==> src/design/cleb_pkg.sv <==
`default_nettype none

package cleb_pkg;

    // default line capacity in bytes
    localparam int CAPACITY_DEF = 64;

    // operation codes
    localparam logic [2:0] OP_CLEAR  = 3'd0;
    localparam logic [2:0] OP_APPEND = 3'd1;
    localparam logic [2:0] OP_LEFT   = 3'd2;
    localparam logic [2:0] OP_RIGHT  = 3'd3;
    localparam logic [2:0] OP_INSERT = 3'd4;
    localparam logic [2:0] OP_DELETE = 3'd5;
    localparam logic [2:0] OP_READ   = 3'd6;

    // result status codes
    localparam logic [1:0] ST_DONE    = 2'd0;
    localparam logic [1:0] ST_FULL    = 2'd1;
    localparam logic [1:0] ST_IGNORED = 2'd2;

    // printable range for append
    localparam logic [7:0] PRINT_LO = 8'd33;
    localparam logic [7:0] PRINT_HI = 8'd126;

    // datapath actions issued by the controller
    typedef enum logic [3:0] {
        ACT_NONE,
        ACT_LOAD,
        ACT_CLEAR,
        ACT_APPEND,
        ACT_LEFT,
        ACT_RIGHT,
        ACT_READ,
        ACT_INS_START,
        ACT_INS_SHIFT,
        ACT_INS_PUT,
        ACT_DEL_START,
        ACT_DEL_SHIFT,
        ACT_DEL_END,
        ACT_FINISH
    } act_t;

    typedef struct packed {
        act_t       act;
        logic [1:0] status;
    } cleb_cmd_t;

    typedef struct packed {
        logic [2:0] op;
        logic       printable;
        logic       full;
        logic       pos_valid;
        logic       can_right;
        logic       rd_ok;
        logic       at_end;
        logic       ins_last;
        logic       del_last;
    } cleb_stat_t;

endpackage

`default_nettype wire

==> src/design/cleb_datapath.sv <==
`default_nettype none

module cleb_datapath #(
    parameter int CAPACITY = cleb_pkg::CAPACITY_DEF
) (
    input  wire logic             clk,
    input  wire logic             rst_n,
    input  wire cleb_pkg::cleb_cmd_t  cmd,
    output cleb_pkg::cleb_stat_t      stat,
    input  wire logic [2:0]       op,
    input  wire logic [7:0]       ch,
    input  wire logic [5:0]       read_index,
    output logic [1:0]            status,
    output logic [7:0]            out_char,
    output logic [6:0]            length,
    output logic [6:0]            cursor
);
    import cleb_pkg::*;

    localparam int AW = (CAPACITY > 1) ? $clog2(CAPACITY) : 1;
    localparam int CW = $clog2(CAPACITY + 1);
    localparam int XW = CW + 6;

    logic [7:0]    mem [CAPACITY];

    logic [2:0]    op_reg;
    logic [7:0]    ch_reg;
    logic [5:0]    ridx_reg;
    logic [CW-1:0] count_reg, count_next;
    // cursor plus one, so zero means before the first byte
    logic [CW-1:0] posp1_reg, posp1_next;
    logic [CW-1:0] idx_reg, idx_next;
    logic [7:0]    rdata_reg;
    logic [1:0]    res_status_reg;
    logic [7:0]    res_char_reg;
    logic [6:0]    res_len_reg;
    logic [6:0]    res_cur_reg;

    logic          wen, ren;
    logic [AW-1:0] waddr, raddr;
    logic [7:0]    wdata;

    // status towards the controller
    always_comb
    begin
        stat.op        = op_reg;
        stat.printable = (ch_reg >= PRINT_LO) && (ch_reg <= PRINT_HI);
        stat.full      = (count_reg == CW'(CAPACITY));
        stat.pos_valid = (posp1_reg != '0);
        stat.can_right = (posp1_reg < count_reg);
        stat.rd_ok     = (XW'(ridx_reg) < XW'(count_reg));
        stat.at_end    = (posp1_reg == count_reg);
        stat.ins_last  = ((idx_reg - 1'b1) == posp1_reg);
        stat.del_last  = ((idx_reg + CW'(2)) == count_reg);
    end

    // memory port control
    always_comb
    begin
        wen   = 1'b0;
        ren   = 1'b0;
        waddr = '0;
        raddr = '0;
        wdata = ch_reg;
        case (cmd.act)
            ACT_APPEND:
            begin
                wen   = 1'b1;
                waddr = AW'(count_reg);
            end
            ACT_INS_START:
            begin
                ren   = 1'b1;
                raddr = AW'(count_reg - 1'b1);
            end
            ACT_INS_SHIFT:
            begin
                wen   = 1'b1;
                waddr = AW'(idx_reg);
                wdata = rdata_reg;
                ren   = 1'b1;
                raddr = AW'(idx_reg - CW'(2));
            end
            ACT_INS_PUT:
            begin
                wen   = 1'b1;
                waddr = AW'(posp1_reg);
            end
            ACT_DEL_START:
            begin
                ren   = 1'b1;
                raddr = AW'(posp1_reg);
            end
            ACT_DEL_SHIFT:
            begin
                wen   = 1'b1;
                waddr = AW'(idx_reg);
                wdata = rdata_reg;
                ren   = 1'b1;
                raddr = AW'(idx_reg + CW'(2));
            end
            ACT_READ:
            begin
                ren   = 1'b1;
                raddr = AW'(ridx_reg);
            end
            default:
            begin
                wen = 1'b0;
            end
        endcase
    end

    // length, cursor and shift index updates
    always_comb
    begin
        count_next = count_reg;
        posp1_next = posp1_reg;
        idx_next   = idx_reg;
        case (cmd.act)
            ACT_CLEAR:
            begin
                count_next = '0;
                posp1_next = '0;
            end
            ACT_APPEND:
            begin
                count_next = count_reg + 1'b1;
                posp1_next = count_reg + 1'b1;
            end
            ACT_LEFT:      posp1_next = posp1_reg - 1'b1;
            ACT_RIGHT:     posp1_next = posp1_reg + 1'b1;
            ACT_INS_START: idx_next   = count_reg;
            ACT_INS_SHIFT: idx_next   = idx_reg - 1'b1;
            ACT_INS_PUT:
            begin
                count_next = count_reg + 1'b1;
                posp1_next = posp1_reg + 1'b1;
            end
            ACT_DEL_START: idx_next   = posp1_reg - 1'b1;
            ACT_DEL_SHIFT: idx_next   = idx_reg + 1'b1;
            ACT_DEL_END:
            begin
                count_next = count_reg - 1'b1;
                posp1_next = posp1_reg - 1'b1;
            end
            default:
            begin
                idx_next = idx_reg;
            end
        endcase
    end

    always_ff @(posedge clk or negedge rst_n)
    begin
        if (!rst_n)
        begin
            count_reg <= '0;
            posp1_reg <= '0;
        end
        else
        begin
            count_reg <= count_next;
            posp1_reg <= posp1_next;
        end
    end

    // payload registers
    always_ff @(posedge clk)
    begin
        idx_reg <= idx_next;
        if (cmd.act == ACT_LOAD)
        begin
            op_reg   <= op;
            ch_reg   <= ch;
            ridx_reg <= read_index;
        end
        if (cmd.act == ACT_FINISH)
        begin
            res_status_reg <= cmd.status;
            res_char_reg   <= (op_reg == OP_READ && cmd.status == ST_DONE) ? rdata_reg : 8'd0;
            res_len_reg    <= 7'(count_reg);
            res_cur_reg    <= 7'(posp1_reg) - 7'd1;
        end
    end

    // text store, one write and one registered read a cycle
    always_ff @(posedge clk)
    begin
        if (wen)
        begin
            mem[waddr] <= wdata;
        end
        if (ren)
        begin
            rdata_reg <= mem[raddr];
        end
    end

    assign status   = res_status_reg;
    assign out_char = res_char_reg;
    assign length   = res_len_reg;
    assign cursor   = res_cur_reg;

`ifndef SYNTH
    a_count_bound: assert property (@(posedge clk) disable iff (!rst_n)
        count_reg <= CW'(CAPACITY))
        else $error("length beyond capacity");
    a_cursor_bound: assert property (@(posedge clk) disable iff (!rst_n)
        posp1_reg <= count_reg)
        else $error("cursor beyond last byte");
    a_insert_grows: assert property (@(posedge clk) disable iff (!rst_n)
        cmd.act == ACT_INS_PUT |=> count_reg == $past(count_reg) + 1'b1)
        else $error("insert did not grow the line");
`endif

endmodule

`default_nettype wire

==> src/design/cleb_ctrl.sv <==
`default_nettype none

module cleb_ctrl (
    input  wire logic                 clk,
    input  wire logic                 rst_n,
    input  wire logic                 s_tvalid,
    output logic                      s_tready,
    output logic                      m_tvalid,
    input  wire logic                 m_tready,
    input  wire cleb_pkg::cleb_stat_t stat,
    output cleb_pkg::cleb_cmd_t       cmd
);
    import cleb_pkg::*;

    typedef enum logic [2:0] {
        S_IDLE,
        S_EXEC,
        S_INS_SHIFT,
        S_INS_PUT,
        S_DEL_SHIFT,
        S_DEL_END,
        S_DONE
    } state_t;

    state_t     state_reg, state_next;
    logic [1:0] status_reg, status_next;
    logic       m_tvalid_reg, m_tvalid_next;

    always_comb
    begin
        state_next    = state_reg;
        status_next   = status_reg;
        m_tvalid_next = m_tvalid_reg && !m_tready;
        cmd.act       = ACT_NONE;
        cmd.status    = status_reg;
        case (state_reg)
            S_IDLE:
            begin
                if (s_tvalid)
                begin
                    cmd.act    = ACT_LOAD;
                    state_next = S_EXEC;
                end
            end
            S_EXEC:
            begin
                state_next  = S_DONE;
                status_next = ST_DONE;
                case (stat.op)
                    OP_CLEAR:  cmd.act = ACT_CLEAR;
                    OP_APPEND:
                    begin
                        if (!stat.printable)
                        begin
                            status_next = ST_IGNORED;
                        end
                        else if (stat.full)
                        begin
                            status_next = ST_FULL;
                        end
                        else
                        begin
                            cmd.act = ACT_APPEND;
                        end
                    end
                    OP_LEFT:
                    begin
                        if (stat.pos_valid)
                        begin
                            cmd.act = ACT_LEFT;
                        end
                        else
                        begin
                            status_next = ST_IGNORED;
                        end
                    end
                    OP_RIGHT:
                    begin
                        if (stat.can_right)
                        begin
                            cmd.act = ACT_RIGHT;
                        end
                        else
                        begin
                            status_next = ST_IGNORED;
                        end
                    end
                    OP_INSERT:
                    begin
                        if (stat.full)
                        begin
                            status_next = ST_FULL;
                        end
                        else
                        begin
                            cmd.act    = ACT_INS_START;
                            state_next = stat.at_end ? S_INS_PUT : S_INS_SHIFT;
                        end
                    end
                    OP_DELETE:
                    begin
                        if (stat.pos_valid)
                        begin
                            cmd.act    = ACT_DEL_START;
                            state_next = stat.at_end ? S_DEL_END : S_DEL_SHIFT;
                        end
                        else
                        begin
                            status_next = ST_IGNORED;
                        end
                    end
                    OP_READ:
                    begin
                        if (stat.rd_ok)
                        begin
                            cmd.act = ACT_READ;
                        end
                        else
                        begin
                            status_next = ST_IGNORED;
                        end
                    end
                    default:
                    begin
                        status_next = ST_IGNORED;
                    end
                endcase
            end
            S_INS_SHIFT:
            begin
                cmd.act = ACT_INS_SHIFT;
                if (stat.ins_last)
                begin
                    state_next = S_INS_PUT;
                end
            end
            S_INS_PUT:
            begin
                cmd.act    = ACT_INS_PUT;
                state_next = S_DONE;
            end
            S_DEL_SHIFT:
            begin
                cmd.act = ACT_DEL_SHIFT;
                if (stat.del_last)
                begin
                    state_next = S_DEL_END;
                end
            end
            S_DEL_END:
            begin
                cmd.act    = ACT_DEL_END;
                state_next = S_DONE;
            end
            S_DONE:
            begin
                // wait for the output register to drain
                if (!m_tvalid_reg || m_tready)
                begin
                    cmd.act       = ACT_FINISH;
                    m_tvalid_next = 1'b1;
                    state_next    = S_IDLE;
                end
            end
            default:
            begin
                state_next = S_IDLE;
            end
        endcase
    end

    always_ff @(posedge clk or negedge rst_n)
    begin
        if (!rst_n)
        begin
            state_reg    <= S_IDLE;
            status_reg   <= ST_DONE;
            m_tvalid_reg <= 1'b0;
        end
        else
        begin
            state_reg    <= state_next;
            status_reg   <= status_next;
            m_tvalid_reg <= m_tvalid_next;
        end
    end

    assign s_tready = (state_reg == S_IDLE);
    assign m_tvalid = m_tvalid_reg;

endmodule

`default_nettype wire

==> src/design/cursor_line_edit_buffer.sv <==
// channel  | dir | tdata (lsb first)                                  | width
// s_axis   | in  | op[2:0] ch[10:3] read_index[16:11] zero[23:17]     | 24
// m_axis   | out | status[1:0] out_char[9:2] length[16:10] cursor[23:17] | 24
//
// one edit at a time; clear, append, move and read go from the exec state
// to the done state, while insert and delete first shift the text store
// byte by byte through their shift states (none when the cursor is at the end)
// the next beat is taken while a result still waits in the output register
// reset clears length and cursor (to before the first byte); text store
// contents are not cleared and no clearing pass runs
`default_nettype none

module cursor_line_edit_buffer #(
    parameter int CAPACITY = cleb_pkg::CAPACITY_DEF
) (
    input  wire logic        clk,
    input  wire logic        rst_n,
    input  wire logic        s_axis_tvalid,
    output logic             s_axis_tready,
    input  wire logic [23:0] s_axis_tdata,   // op, ch, read_index, zero fill
    output logic             m_axis_tvalid,
    input  wire logic        m_axis_tready,
    output logic [23:0]      m_axis_tdata    // status, out_char, length, cursor
);
    import cleb_pkg::*;

    cleb_cmd_t  cmd;
    cleb_stat_t stat;

    logic [1:0] status;
    logic [7:0] out_char;
    logic [6:0] length;
    logic [6:0] cursor;

    // sequencer: decodes the held beat and steps insert and delete shifts
    cleb_ctrl u_ctrl (
        .clk      (clk),
        .rst_n    (rst_n),
        .s_tvalid (s_axis_tvalid),
        .s_tready (s_axis_tready),
        .m_tvalid (m_axis_tvalid),
        .m_tready (m_axis_tready),
        .stat     (stat),
        .cmd      (cmd)
    );

    // text store, length, cursor and the result register
    cleb_datapath #(
        .CAPACITY (CAPACITY)
    ) u_datapath (
        .clk        (clk),
        .rst_n      (rst_n),
        .cmd        (cmd),
        .stat       (stat),
        .op         (s_axis_tdata[2:0]),
        .ch         (s_axis_tdata[10:3]),
        .read_index (s_axis_tdata[16:11]),
        .status     (status),
        .out_char   (out_char),
        .length     (length),
        .cursor     (cursor)
    );

    // result beat packed lowest field first
    assign m_axis_tdata = {cursor, length, out_char, status};

endmodule

`default_nettype wire

==> config.mk <==
export PLATFORM = sky130hd
export DESIGN_NAME = cursor_line_edit_buffer
export DESIGN_NICKNAME = d
export VERILOG_FILES = /design/src/design/cleb_pkg.sv /design/src/design/cleb_datapath.sv /design/src/design/cleb_ctrl.sv /design/src/design/cursor_line_edit_buffer.sv
export SDC_FILE = /design/constraint.sdc
export NUM_CORES = 1
export LEC_CHECK = 0
export ABC_AREA = 1
export BUFFER_PORTS_ARGS = -buffer_cell sky130_fd_sc_hd__buf_2
export CORE_ASPECT_RATIO = 0.5
export CORE_UTILIZATION = 57
export CTS_CLUSTER_SIZE = 24
export DETAILED_ROUTE_END_ITERATION = 8
export PLACE_DENSITY = 0.79
export SLEW_MARGIN = 20
export SYNTH_ARGS = -nofsm -noshare
export SYNTH_HDL_FRONTEND = slang
export SYNTH_HIERARCHICAL = 1
export SYNTH_SLANG_ARGS = --single-unit
export TNS_END_PERCENT = 30
==> constraint.sdc <==
create_clock -name clk -period 6.1 [get_ports clk]
set_input_delay 1.525 -clock clk [delete_from_list [all_inputs] [get_ports clk]]
set_output_delay 1.525 -clock clk [all_outputs]
set_load 0.02 [all_outputs]
==> flow_metrics.tcl <==
set metrics [dict create \
    port_buffers 46 \
    grt_max_degree 161 \
    num_io_pins 54 \
    fin_crit_sh_pct 85.9 \
    drt_iter0_markers 2595 \
    avgSynthCellArea_um2 10.4 \
    cpPeakStageDelay_ps 550 \
    cts_tree "yes" \
    rsz0062_at_grt "no" \
    dr_total_vias 20200 \
    setup_viol 0 \
    fin_skew_ps 21.2 \
    die_x_um 314 \
    hold_class "reg -> reg" \
    num_antenna_cells 0 \
    synth_edf_count 568 \
    hpwlAfterDp_mm 42.0 \
    grt_usage_pct 28.4 \
    synthTopCellsByArea "edfxtp_1, nand3_1, nand2_1, inv_1, nand3b_1" \
    cts.sinks 588 \
    crit_top_cell "nor2_1" \
    path_max_fanout 8 \
    viasPerCell 5.97 \
    yosysWarnings 6 \
    worst_setup_path_start_kind "flop" \
    route.detailed.drc 0 \
    cap_violations 0 \
    ys.flop_type "edfxtp_1" \
    hold_viol 0 \
    finalNetCount 2756 \
    yosysTopAreaCellShare_pct 61.5 \
    worstSetupEndpointType "flop" \
    antenna_found_initial 0 \
    grt_pass1_wl_mm 107 \
    cts_setup_buffers 0 \
    drtPass1Iterations 6 \
    tightest_slew_ps 970 \
    die_y_um 158 \
    max_freq_mhz 191 \
    critical_path_class "reg -> reg" \
    maxSlewHeadroom_pct 35.1 \
    rows 56 \
    dieArea_um2 49600 \
    overflow 0 \
    cp_slowest_cell "nor2_1" \
    cts_hold_buf 0 \
    cp.required_ps 6420 \
    cts.repair.resized 0 \
    wl_per_cell_um 20.7 \
    mostFrequentLayoutCells "nand3_1, edfxtp_1, nand2_1" \
    clk_path_buf_depth 3 \
    core_area_um2 47400 \
    htree_levels 2 \
    syn_inst 2661 \
    yosysSeqAreaShare_pct 63.3 \
    syn-cell-area_um2 27700 \
    wl_mm 70.0 \
    crit_buf_inv 7 \
    place_congestion 1.03 \
    mostFrequentLayoutCell "nand3_1" \
    yosys.cell_types.count 44 \
    critPathTopFamily "simple AND/OR/NAND/NOR gates" \
    clk_transition_reported_paths_ps 70 \
    drive_above_1_share_pct 9.22 \
    top_register "u_datapath/mem" \
    synth-seq-cells 588 \
    antenna_left 0 \
    status "finished clean" \
    syn_to_final_growth_pct 10.1 \
    tns_ps 0 \
    slew_viol_final 0 \
    synth_top_cell_by_area "edfxtp_1" \
    root_buffer "clkbuf_16" \
    async_reset_ff_share_pct 3.40 \
    cts_made_buffers 51 \
    synth_fp_nets 2711 \
    worstPathCellList "clkinv_1 > ha_1 > nand4_1 > a21oi_1 > a2111oi_0 > inv_1 > o21ai_0 > o21ai_0 > nand2_1 > nor2_1 > inv_1 > nor2_2 > buf_4 > inv_1 > nor2_1 > nor3_2 > inv_2 > nor2_1 > nand2_1 > nor2_1 > buf_4" \
    cp.arrival_ps 5550 \
    clock_latency_ps 600 \
    largest_register_ffs 512 \
    grt_pass1_vias 19200 \
    initial_core_util_pct 58.4 \
    fillCellCount 3456 \
    post-route-min-period_ps 5240 \
]
[kinds of logic after synthesis]
family / after synthesis / share of synthesized area, %
AOI/OAI and AO/OA: 87 / 2.04
xor gates and xnor gates: 32 / 1.01
adders and majority gates: 22 / 0.993
buffers and inverters: 521 / 7.80
DFF: 588 / 63.3
and+or+nand+nor: 1411 / 24.8
[per-stage QoR]
stage | worst slack [ps] | cell area [µm²] | std cells | hold slack [ps] | utilization [%]
2_1_floorplan | 64.0 | 27700 | 2661 | 420 | -
3_3_place_gp | 1070 | 28900 | 3291 | 460 | 61.0
3_5_place_dp | 997 | 28900 | 3291 | 477 | 61.0
4_1_cts | 925 | 30500 | 3382 | 488 | 64.3
5_1_grt | 541 | 30500 | 3382 | 502 | 64.3
6_report | 861 | 30500 | 3382 | 488 | 64.3
[cell usage after synthesis, types with 2 or more instances]
cell type,instances
dfrtp_1,20
nand2_2,6
a211oi_1,4
buf_1,6
xnor2_1,6
a22oi_1,6
nor2_1,141
buf_2,105
nand2_4,4
xor2_1,26
nand3b_1,182
clkinv_1,2
o2111ai_1,9
o21a_1,3
o21ai_0,24
or2_2,3
inv_1,364
a21oi_1,21
o221ai_1,4
inv_2,10
nand4_1,11
nor4_1,3
clkbuf_1,15
nor2_4,4
o21ai_1,4
nor3_2,4
nor3_1,9
buf_4,17
nor2_2,5
ha_1,22
nand3_1,576
edfxtp_1,568
nand2_1,460
o211ai_1,7
[layout make-up]
class | count | area, µm² | area share [%]
well taps | 638 | 798 | 2.62
inverters | 377 | 1420 | 4.65
clock inverters | 29 | 258 | 0.845
clock buffers | 62 | 1320 | 4.32
flip-flops and latches | 588 | 17600 | 57.6
repair buffers | 136 | 1030 | 3.38
multi-input cells | 1552 | 8120 | 26.6
[worst paths after layout]
kind,from,endpoint,slack [ps],depth (start not counted)
min in group asynchronous,rst_n,u_datapath/posp1_reg[4],890,1
max in group asynchronous,rst_n,u_datapath/posp1_reg[2],4880,1
min reg2reg,u_ctrl/status_reg[0],u_datapath/status[0],490,0
max reg2reg,u_datapath/count_reg[5],u_datapath/mem[36][3],860,21
min,u_ctrl/status_reg[0],u_datapath/status[0],490,0
max,u_datapath/count_reg[5],u_datapath/mem[36][3],860,21
[routing by layer]
metal  part of all wire [%]  wire (µm)  global-route usage, %  up-vias
met5                      0          0                      0        -
met4                    3.2       2210                   10.1        0
met3                     11       7750                   5.76      193
met2                     47      33000                   46.4     1224
met1                     39      27100                   38.0     9618
li1                       -          -                      -     9168
Power is left out: the tool's default activity adds up to more than one toggle a clock period on the data nets, which glitch-free logic cannot reach.
